[config.mk]
export PLATFORM = sky130hd
export DESIGN_NAME = epoch_seconds_to_calendar
export DESIGN_NICKNAME = d
export VERILOG_FILES = /design/src/hdl/esc_pkg.sv /design/src/hdl/esc_ctrl.sv /design/src/hdl/esc_dpath.sv /design/src/hdl/epoch_seconds_to_calendar.sv
export SDC_FILE = /design/constraint.sdc
export NUM_CORES = 2
export LEC_CHECK = 0
export BUFFER_PORTS_ARGS = -buffer_cell sky130_fd_sc_hd__buf_2
export CAP_MARGIN = 20
export CORE_ASPECT_RATIO = 0.7
export CORE_MARGIN = 4
export CORE_UTILIZATION = 38
export CTS_CLUSTER_DIAMETER = 60
export DETAILED_ROUTE_END_ITERATION = 12
export MAX_ROUTING_LAYER = met4
export SLEW_MARGIN = 15
export SYNTH_ARGS = -nofsm -noshare
export SYNTH_HDL_FRONTEND = slang
export SYNTH_HIERARCHICAL = 1
export SYNTH_SLANG_ARGS = --single-unit
[constraint.sdc]
create_clock -name clk_i -period 8.53 [get_ports clk_i]
set_clock_uncertainty 0.1 [all_clocks]
set_input_delay 2.1325 -clock clk_i [delete_from_list [all_inputs] [get_ports clk_i]]
set_output_delay 2.1325 -clock clk_i [all_outputs]
set_load 0.005 [all_outputs]
[src/hdl/esc_pkg.sv]
// ----------------------------------------------------------------------------
// esc_pkg
// shared types, constants and a calendar function for the epoch converter
// ----------------------------------------------------------------------------
package esc_pkg;

  localparam logic [16:0] SECS_PER_DAY  = 17'd86400;
  localparam logic [11:0] SECS_PER_HOUR = 12'd3600;
  localparam logic [5:0]  SECS_PER_MIN  = 6'd60;
  localparam logic [2:0]  DAYS_PER_WEEK = 3'd7;

  // rounded-up reciprocals, quotient is the product shifted right
  localparam logic [25:0] DAY_RECIP  = 26'd50903317;  // 2^35 / 675 on seconds >> 7
  localparam logic [17:0] HOUR_RECIP = 18'd149131;    // 2^29 / 3600
  localparam logic [11:0] MIN_RECIP  = 12'd2185;      // 2^17 / 60
  localparam logic [16:0] WEEK_RECIP = 17'd74899;     // 2^19 / 7

  localparam logic [15:0] EPOCH_WDAY_OFS = 16'd3;
  localparam logic signed [7:0] BASE_YEAR_OFS = -8'sd30;
  localparam logic [6:0] BASE_MOD100 = 7'd70;
  localparam logic [8:0] BASE_MOD400 = 9'd370;
  localparam logic [6:0] LAST_MOD100 = 7'd99;
  localparam logic [8:0] LAST_MOD400 = 9'd399;
  localparam logic [8:0] DAYS_COMMON = 9'd365;
  localparam logic [8:0] DAYS_LEAP   = 9'd366;
  localparam logic [3:0] FIRST_MONTH = 4'd1;
  localparam logic [3:0] LAST_MONTH  = 4'd12;

  typedef enum logic [3:0] {
    CMD_NONE,
    CMD_LOAD_DAY,
    CMD_DAY_QUO,
    CMD_DAY_REM,
    CMD_HOUR_QUO,
    CMD_HOUR_REM,
    CMD_MIN_QUO,
    CMD_MIN_REM,
    CMD_WEEK_QUO,
    CMD_WEEK_REM,
    CMD_YEAR_STEP,
    CMD_MONTH_STEP,
    CMD_OUT_LOAD
  } cmd_e;

  typedef struct packed {
    logic year_ge;
    logic month_ge;
  } status_t;

  function automatic logic [4:0] month_len_f(input logic [3:0] month, input logic leap);
    logic [4:0] len;
    case (month)
      4'd1:    len = 5'd31;
      4'd2:    len = leap ? 5'd29 : 5'd28;
      4'd3:    len = 5'd31;
      4'd4:    len = 5'd30;
      4'd5:    len = 5'd31;
      4'd6:    len = 5'd30;
      4'd7:    len = 5'd31;
      4'd8:    len = 5'd31;
      4'd9:    len = 5'd30;
      4'd10:   len = 5'd31;
      4'd11:   len = 5'd30;
      4'd12:   len = 5'd31;
      default: len = 5'd31;
    endcase
    return len;
  endfunction

endpackage

[src/hdl/esc_ctrl.sv]
// ----------------------------------------------------------------------------
// esc_ctrl
// sequencer for the converter: divisions, year walk, month walk, output
// ----------------------------------------------------------------------------
module esc_ctrl
  import esc_pkg::*;
(
  input  logic    clk_i,
  input  logic    rst_ni,
  input  logic    in_valid_i,
  output logic    in_stall_o,
  output logic    out_valid_o,
  input  logic    out_stall_i,
  input  status_t status_i,
  output cmd_e    cmd_o
);

  typedef enum logic [11:0] {
    S_IDLE     = 12'b0000_0000_0001,
    S_DAY_QUO  = 12'b0000_0000_0010,
    S_DAY_REM  = 12'b0000_0000_0100,
    S_HOUR_QUO = 12'b0000_0000_1000,
    S_HOUR_REM = 12'b0000_0001_0000,
    S_MIN_QUO  = 12'b0000_0010_0000,
    S_MIN_REM  = 12'b0000_0100_0000,
    S_WEEK_QUO = 12'b0000_1000_0000,
    S_WEEK_REM = 12'b0001_0000_0000,
    S_YEAR     = 12'b0010_0000_0000,
    S_MONTH    = 12'b0100_0000_0000,
    S_DONE     = 12'b1000_0000_0000
  } state_e;

  state_e state_q, state_d;
  logic   out_valid_q, out_valid_d;

  always_comb begin
    state_d = state_q;
    cmd_o   = CMD_NONE;
    case (state_q)
      S_IDLE: begin
        if (in_valid_i) begin
          cmd_o   = CMD_LOAD_DAY;
          state_d = S_DAY_QUO;
        end
      end
      S_DAY_QUO: begin
        cmd_o   = CMD_DAY_QUO;
        state_d = S_DAY_REM;
      end
      S_DAY_REM: begin
        cmd_o   = CMD_DAY_REM;
        state_d = S_HOUR_QUO;
      end
      S_HOUR_QUO: begin
        cmd_o   = CMD_HOUR_QUO;
        state_d = S_HOUR_REM;
      end
      S_HOUR_REM: begin
        cmd_o   = CMD_HOUR_REM;
        state_d = S_MIN_QUO;
      end
      S_MIN_QUO: begin
        cmd_o   = CMD_MIN_QUO;
        state_d = S_MIN_REM;
      end
      S_MIN_REM: begin
        cmd_o   = CMD_MIN_REM;
        state_d = S_WEEK_QUO;
      end
      S_WEEK_QUO: begin
        cmd_o   = CMD_WEEK_QUO;
        state_d = S_WEEK_REM;
      end
      S_WEEK_REM: begin
        cmd_o   = CMD_WEEK_REM;
        state_d = S_YEAR;
      end
      S_YEAR: begin
        if (status_i.year_ge) begin
          cmd_o = CMD_YEAR_STEP;
        end else begin
          state_d = S_MONTH;
        end
      end
      S_MONTH: begin
        if (status_i.month_ge) begin
          cmd_o = CMD_MONTH_STEP;
        end else begin
          state_d = S_DONE;
        end
      end
      S_DONE: begin
        if (!out_valid_q || !out_stall_i) begin
          cmd_o   = CMD_OUT_LOAD;
          state_d = S_IDLE;
        end
      end
      default: begin
        state_d = S_IDLE;
      end
    endcase
  end

  assign out_valid_d = (out_valid_q && out_stall_i) || (cmd_o == CMD_OUT_LOAD);

  always_ff @(posedge clk_i or negedge rst_ni) begin
    if (!rst_ni) begin
      state_q     <= S_IDLE;
      out_valid_q <= 1'b0;
    end else begin
      state_q     <= state_d;
      out_valid_q <= out_valid_d;
    end
  end

  assign in_stall_o  = (state_q != S_IDLE);
  assign out_valid_o = out_valid_q;

endmodule

[src/hdl/esc_dpath.sv]
// ----------------------------------------------------------------------------
// esc_dpath
// reciprocal-multiply dividers, year and month counters and the output register
// ----------------------------------------------------------------------------
module esc_dpath
  import esc_pkg::*;
(
  input  logic              clk_i,
  input  logic              rst_ni,
  input  cmd_e              cmd_i,
  output status_t           status_o,
  input  logic [31:0]       epoch_seconds_i,
  output logic [4:0]        hour_o,
  output logic [5:0]        minute_o,
  output logic [5:0]        second_o,
  output logic signed [7:0] year_from_2000_o,
  output logic [3:0]        month_o,
  output logic [4:0]        day_of_month_o,
  output logic [2:0]        weekday_o
);

  logic [31:0]       secs_q, secs_d;
  logic [15:0]       days_q, days_d;
  logic [15:0]       tdays_q, tdays_d;
  logic [16:0]       sod_q, sod_d;
  logic [4:0]        hour_q, hour_d;
  logic [11:0]       mrem_q, mrem_d;
  logic [5:0]        min_q, min_d;
  logic [5:0]        sec_q, sec_d;
  logic [2:0]        wquo_q, wquo_d;
  logic [2:0]        wday_q, wday_d;
  logic signed [7:0] year_q, year_d;
  logic [6:0]        ymod100_q, ymod100_d;
  logic [8:0]        ymod400_q, ymod400_d;
  logic [3:0]        month_q, month_d;

  logic [50:0] day_prod;
  logic [16:0] day_back;
  logic [33:0] hour_prod;
  logic [11:0] hour_back;
  logic [22:0] min_prod;
  logic [5:0]  min_back;
  logic [15:0] week_x;
  logic [31:0] week_prod;
  logic [2:0]  week_back;
  logic        leap;
  logic [8:0]  ylen;
  logic [4:0]  mlen;

  // quotients by reciprocal multiplication, remainders modulo their width
  assign day_prod  = {26'd0, secs_q[31:7]} * {25'd0, DAY_RECIP};
  assign day_back  = {1'b0, days_q} * SECS_PER_DAY;
  assign hour_prod = {17'd0, sod_q} * {16'd0, HOUR_RECIP};
  assign hour_back = {7'd0, hour_q} * SECS_PER_HOUR;
  assign min_prod  = {11'd0, mrem_q} * {11'd0, MIN_RECIP};
  assign min_back  = min_q * SECS_PER_MIN;
  assign week_x    = tdays_q + EPOCH_WDAY_OFS;
  assign week_prod = {16'd0, week_x} * {15'd0, WEEK_RECIP};
  assign week_back = wquo_q * DAYS_PER_WEEK;

  assign leap = ((year_q[1:0] == 2'd0) && (ymod100_q != 7'd0)) || (ymod400_q == 9'd0);
  assign ylen = leap ? DAYS_LEAP : DAYS_COMMON;
  assign mlen = month_len_f(month_q, leap);

  assign status_o.year_ge  = (days_q >= {7'd0, ylen});
  assign status_o.month_ge = (month_q != LAST_MONTH) && (days_q >= {11'd0, mlen});

  always_comb begin
    secs_d    = secs_q;
    days_d    = days_q;
    tdays_d   = tdays_q;
    sod_d     = sod_q;
    hour_d    = hour_q;
    mrem_d    = mrem_q;
    min_d     = min_q;
    sec_d     = sec_q;
    wquo_d    = wquo_q;
    wday_d    = wday_q;
    year_d    = year_q;
    ymod100_d = ymod100_q;
    ymod400_d = ymod400_q;
    month_d   = month_q;
    case (cmd_i)
      CMD_LOAD_DAY: begin
        secs_d    = epoch_seconds_i;
        year_d    = BASE_YEAR_OFS;
        ymod100_d = BASE_MOD100;
        ymod400_d = BASE_MOD400;
        month_d   = FIRST_MONTH;
      end
      CMD_DAY_QUO: begin
        days_d  = day_prod[50:35];
        tdays_d = day_prod[50:35];
      end
      CMD_DAY_REM: begin
        sod_d = secs_q[16:0] - day_back;
      end
      CMD_HOUR_QUO: begin
        hour_d = hour_prod[33:29];
      end
      CMD_HOUR_REM: begin
        mrem_d = sod_q[11:0] - hour_back;
      end
      CMD_MIN_QUO: begin
        min_d = min_prod[22:17];
      end
      CMD_MIN_REM: begin
        sec_d = mrem_q[5:0] - min_back;
      end
      CMD_WEEK_QUO: begin
        wquo_d = week_prod[21:19];
      end
      CMD_WEEK_REM: begin
        wday_d = week_x[2:0] - week_back + 3'd1;
      end
      CMD_YEAR_STEP: begin
        days_d    = days_q - {7'd0, ylen};
        year_d    = year_q + 8'sd1;
        ymod100_d = (ymod100_q == LAST_MOD100) ? 7'd0 : ymod100_q + 7'd1;
        ymod400_d = (ymod400_q == LAST_MOD400) ? 9'd0 : ymod400_q + 9'd1;
      end
      CMD_MONTH_STEP: begin
        days_d  = days_q - {11'd0, mlen};
        month_d = month_q + 4'd1;
      end
      default: begin
      end
    endcase
  end

  always_ff @(posedge clk_i or negedge rst_ni) begin
    if (!rst_ni) begin
      secs_q    <= '0;
      days_q    <= '0;
      tdays_q   <= '0;
      sod_q     <= '0;
      hour_q    <= '0;
      mrem_q    <= '0;
      min_q     <= '0;
      sec_q     <= '0;
      wquo_q    <= '0;
      wday_q    <= '0;
      year_q    <= '0;
      ymod100_q <= '0;
      ymod400_q <= '0;
      month_q   <= '0;
    end else begin
      secs_q    <= secs_d;
      days_q    <= days_d;
      tdays_q   <= tdays_d;
      sod_q     <= sod_d;
      hour_q    <= hour_d;
      mrem_q    <= mrem_d;
      min_q     <= min_d;
      sec_q     <= sec_d;
      wquo_q    <= wquo_d;
      wday_q    <= wday_d;
      year_q    <= year_d;
      ymod100_q <= ymod100_d;
      ymod400_q <= ymod400_d;
      month_q   <= month_d;
    end
  end

  // output register
  always_ff @(posedge clk_i) begin
    if (cmd_i == CMD_OUT_LOAD) begin
      hour_o           <= hour_q;
      minute_o         <= min_q;
      second_o         <= sec_q;
      year_from_2000_o <= year_q;
      month_o          <= month_q;
      day_of_month_o   <= days_q[4:0] + 5'd1;
      weekday_o        <= wday_q;
    end
  end

endmodule

[src/hdl/epoch_seconds_to_calendar.sv]
// ----------------------------------------------------------------------------
// epoch_seconds_to_calendar
// converts a 32-bit seconds-since-1970 count into time of day, date, weekday
//
// input channel: in_valid_i / in_stall_o with epoch_seconds_i; a transaction
//   is taken when valid is high and stall is low, only while no conversion
//   is in progress
// output channel: out_valid_o / out_stall_i with the calendar fields; the
//   result sits in an output register and holds while out_stall_i is high
// after an input transaction the sequencer runs four reciprocal-multiply
//   divisions (days, hours, minutes, weekday), each a quotient step and
//   then a remainder step, then one step per elapsed year (up to 136) and
//   a final year check, one step per elapsed month (up to 11) and a final
//   month check, and a step to load the output register; elapsed years
//   and months together are at most 146
// the next input is taken while the previous result still waits in the
//   output register
// a stalled receiver holds a finished conversion in its last step until the
//   output register frees up
// reset: asynchronous, clears the sequencer and the output valid
// ----------------------------------------------------------------------------
module epoch_seconds_to_calendar
  import esc_pkg::*;
(
  input  logic              clk_i,
  input  logic              rst_ni,
  input  logic              in_valid_i,
  output logic              in_stall_o,
  input  logic [31:0]       epoch_seconds_i,
  output logic              out_valid_o,
  input  logic              out_stall_i,
  output logic [4:0]        hour_o,
  output logic [5:0]        minute_o,
  output logic [5:0]        second_o,
  output logic signed [7:0] year_from_2000_o,
  output logic [3:0]        month_o,
  output logic [4:0]        day_of_month_o,
  output logic [2:0]        weekday_o
);

  cmd_e    cmd;
  status_t status;

  esc_ctrl u_ctrl (
    .clk_i       (clk_i),
    .rst_ni      (rst_ni),
    .in_valid_i  (in_valid_i),
    .in_stall_o  (in_stall_o),
    .out_valid_o (out_valid_o),
    .out_stall_i (out_stall_i),
    .status_i    (status),
    .cmd_o       (cmd)
  );

  esc_dpath u_dpath (
    .clk_i            (clk_i),
    .rst_ni           (rst_ni),
    .cmd_i            (cmd),
    .status_o         (status),
    .epoch_seconds_i  (epoch_seconds_i),
    .hour_o           (hour_o),
    .minute_o         (minute_o),
    .second_o         (second_o),
    .year_from_2000_o (year_from_2000_o),
    .month_o          (month_o),
    .day_of_month_o   (day_of_month_o),
    .weekday_o        (weekday_o)
  );

  a_busy_after_accept: assert property (@(posedge clk_i) disable iff (!rst_ni)
    in_valid_i && !in_stall_o |=> in_stall_o)
    else $error("input taken again right after a transaction");

  a_month_range: assert property (@(posedge clk_i) disable iff (!rst_ni)
    out_valid_o |-> (month_o != 4'd0) && (month_o <= LAST_MONTH))
    else $error("month out of range");

  a_weekday_range: assert property (@(posedge clk_i) disable iff (!rst_ni)
    out_valid_o |-> (weekday_o != 3'd0) && (day_of_month_o != 5'd0))
    else $error("weekday or day of month zero");

  a_time_range: assert property (@(posedge clk_i) disable iff (!rst_ni)
    out_valid_o |-> (hour_o <= 5'd23) && (minute_o <= 6'd59) && (second_o <= 6'd59))
    else $error("time of day out of range");

endmodule

==> key figures <==
Status
  • Run status: complete, no violations

Yosys
  • Cell with the most instances after synthesis: ha_1
  • Seq/Total Area, Yosys: 18.1%
  • Post-synth ARST share: 80.9%
  • Mapped Area: 27900 sq um
  • Largest cells by area after synthesis: ha_1 29%, fa_1 22%, dfrtp_1 14%
  • Synthesized instance count: 2829
  • Yosys top cell by area: ha_1
  • Flops & latches, synth: 194
  • Synthesized area per cell: 9.86 sq um
  • Ys flop type: dfrtp_1
  • Commonest cells post-synth: 641 x ha_1, 633 x inv_1, 306 x fa_1
  • Syn_nets: 3812
  • Yosys warns: 6
  • EDFF count, synth: 37
  • Synth top area share: 28.8%
  • Yosys cell types: 90

Critical path
  • Worst path most repeated cell: fa_1
  • Crit end category: register
  • Critical path's slowest cell: dfrtp_1
  • Crit path max fanout: 12
  • Critical Path RT: 8.79 ns
  • Worst EP arrival: 7.10 ns
  • Setup crit start kind: register
  • Crit path cell chain: ha_1 -> inv_1 -> fa_1 -> fa_1 -> inv_1 -> fa_1 -> inv_1 -> fa_1 -> fa_1 -> inv_1 -> fa_1 -> ha_1 -> a21o_1 -> a21o_1 -> a21oi_1 -> and2b_1 -> a2111oi_4 -> nor2_2 -> a21oi_4 -> mux2i_1 -> a221o_1
  • WS Path Type: reg -> reg
  • Worst path max stage delay: 0.78 ns

Global route
  • GRT Util Overall: 17.7%
  • Largest net degree at the start of global routing: 61
  • Vias in the first global route: 19500
  • First-pass GRT wire length: 108000 um
  • Overflow after GRT: 0
  • Initial antenna violation count: 0

Drt
  • Remaining DRCs: 0
  • DRT Pass-1 Iters: 5
  • Initial DRC Count: 1140
  • Routed WL per cell: 16.8 um
  • Routed WL: 65100 um
  • Vias per inst: 4.88
  • Antenna Nets Post-Route: 0
  • Vias: 18900

Finish
  • Number of diodes: 0
  • Cell area after layout: 30000 sq um
  • Final core occ: 41.6%
  • Nets: 3870
  • Area grow syn2layout: 7.51%
  • Share of layout cells above drive strength 1: 6.24%

STA
  • Relative slew slack: 33.0%
  • Final Setup Violations: 0
  • Final Hold Viols: 0
  • Min Tclk post-route: 6.84 ns
  • Setup TNS: 0 ns
  • Transition time of the tightest slew-check pin: 0.999 ns
  • RSZ-0062 raised after global routing: false
  • F_max: 146 MHz
  • Hold Slack: 0.354 ns
  • Final Max Tran Viols: 0
  • Fin crit share: 80.2%

Place
  • Dpl hpwl: 55200 um
  • # port buffers: 74
  • DP Area: 29300 sq um
  • Placer Congestion: 0.965

Clock network
  • CTS max path bufs: 2
  • Skew-Pair Late Insertion Delay: 0.48 ns
  • H-Tree Depth: 4
  • Hold-fix buffer count after cts: 0
  • Clk sink count: 194
  • Post-CTS Resized: 0
  • Post CTS Setup Buffer Count: 0
  • Num CTS Buffers: 17
  • TritonCTS clock tree: yes
  • Root Buffer: clkbuf_16
  • Worst-path clk slew: 0.08 ns

Floorplan
  • # IOs: 75
  • Die area: 77800 sq um
  • Die width: 332 um
  • Core area: 72100 sq um
  • Die height: 235 um
  • Starting Density: 38.7%
  • Cell Rows: 82

Hold path
  • Worst hold path type: reg -> reg

Flow run
  • Maxcap violations: 0
## final timing paths
check,start,endpoint,slack (ns),cells after the start
min reg2reg,u_dpath/wday_q[0]$_DFFE_PN0N_,u_dpath/weekday_o[0]$_DFFE_PN_,0.35,0
min,u_dpath/wday_q[0]$_DFFE_PN0N_,u_dpath/weekday_o[0]$_DFFE_PN_,0.35,0
max in group asynchronous,rst_ni,u_dpath/ymod400_q[7]$_DFFE_PN0P_,5.66,2
max,u_dpath/secs_q[12]$_DFFE_PN0P_,u_dpath/days_q[12]$_DFFE_PN0P_,1.69,21
max reg2reg,u_dpath/secs_q[12]$_DFFE_PN0P_,u_dpath/days_q[12]$_DFFE_PN0P_,1.69,21
min in group asynchronous,rst_ni,u_dpath/sod_q[0]$_DFFE_PN0N_,1.53,1
## through the flow
stage | std cells | setup WS, ns
finish | 3866 | 1.69
global route | 3866 | 1.38
CTS | 3865 | 1.68
detailed placement | 3833 | 1.71
global placement | 3833 | 1.80
floorplan | 2829 | 2.33
## routing by layer
metal / up-vias / GRT usage [%] / routed length [um]
li1: 9388 / - / -
met1: 9046 / 27.3 / 35300
met2: 394 / 24.1 / 25400
met3: 29 / 4.26 / 4060
met4: 0 / 1.89 / 413
met5: - / - / 0
## state kept, by name (all words and copies together) (netlist names), 4 cells and up
| signal | flops |
|---|---|
| u_ctrl/state_q | 12 |
| u_dpath/day_of_month_o | 5 |
| u_dpath/days_q | 16 |
| u_dpath/hour_o | 5 |
| u_dpath/hour_q | 5 |
| u_dpath/min_q | 6 |
| u_dpath/minute_o | 6 |
| u_dpath/month_o | 4 |
| u_dpath/month_q | 4 |
| u_dpath/mrem_q | 12 |
| u_dpath/sec_q | 6 |
| u_dpath/second_o | 6 |
| u_dpath/secs_q | 32 |
| u_dpath/sod_q | 17 |
| u_dpath/tdays_q | 16 |
| u_dpath/year_from_2000_o | 8 |
| u_dpath/year_q | 8 |
| u_dpath/ymod100_q | 7 |
| u_dpath/ymod400_q | 9 |
## critical path: cells and delay by family, from the launching register on
family          cells  cell delay (ns)
simple gates        2             0.33
buf+inv             4             0.41
fa+ha+maj           8             3.55
flops               1             0.78
mux                 1             0.13
compound gates      6             1.41
## cell usage in the layout, fill, tap and decap left out, types with 14 or more instances in the layout
| cell | n |
|---|---|
| nand3_1 | 37 |
| a21oi_1 | 99 |
| nand2_1 | 214 |
| xnor2_1 | 72 |
| ha_1 | 641 |
| inv_1 | 633 |
| buf_2 | 73 |
| nor3_1 | 19 |
| edfxtp_1 | 37 |
| xor2_1 | 34 |
| nor4_1 | 14 |
| mux2_2 | 19 |
| fa_1 | 306 |
| nand2b_1 | 18 |
| dfrtp_1 | 156 |
| a21o_1 | 43 |
| and3_1 | 24 |
| nor2_1 | 61 |
| clkbuf_16 | 17 |
| o21ai_0 | 128 |
| nor2b_1 | 19 |
| nand4_1 | 27 |
## kinds of logic (layout without fill, tap and decap cells)
kind of cell             Yosys count  count (layout)  synth area share [%]
AO/OA/AOI/OAI                    391             391                  8.96
XOR/XNOR                         106             106                  3.33
flip-flops                       194             194                  18.1
multiplexers                      27              27                  1.05
AND/OR/NAND/NOR                  485             485                  8.54
adder cells (fa/ha/maj)          947             947                  50.7
buffers and inverters            679             750                  9.29
## area by class of cell
class / count / area, sq um
fillers: 7074 / 42200
multi-input cells: 1956 / 20300
flip-flops and latches: 194 / 5040
inverters: 635 / 2380
well taps: 966 / 1210
repair buffers: 83 / 448
clock buffers: 17 / 425
clock inverters: 15 / 208
Power is not shown: default switching activity piles up to over one toggle a cycle in this logic, so the estimate is an artifact.
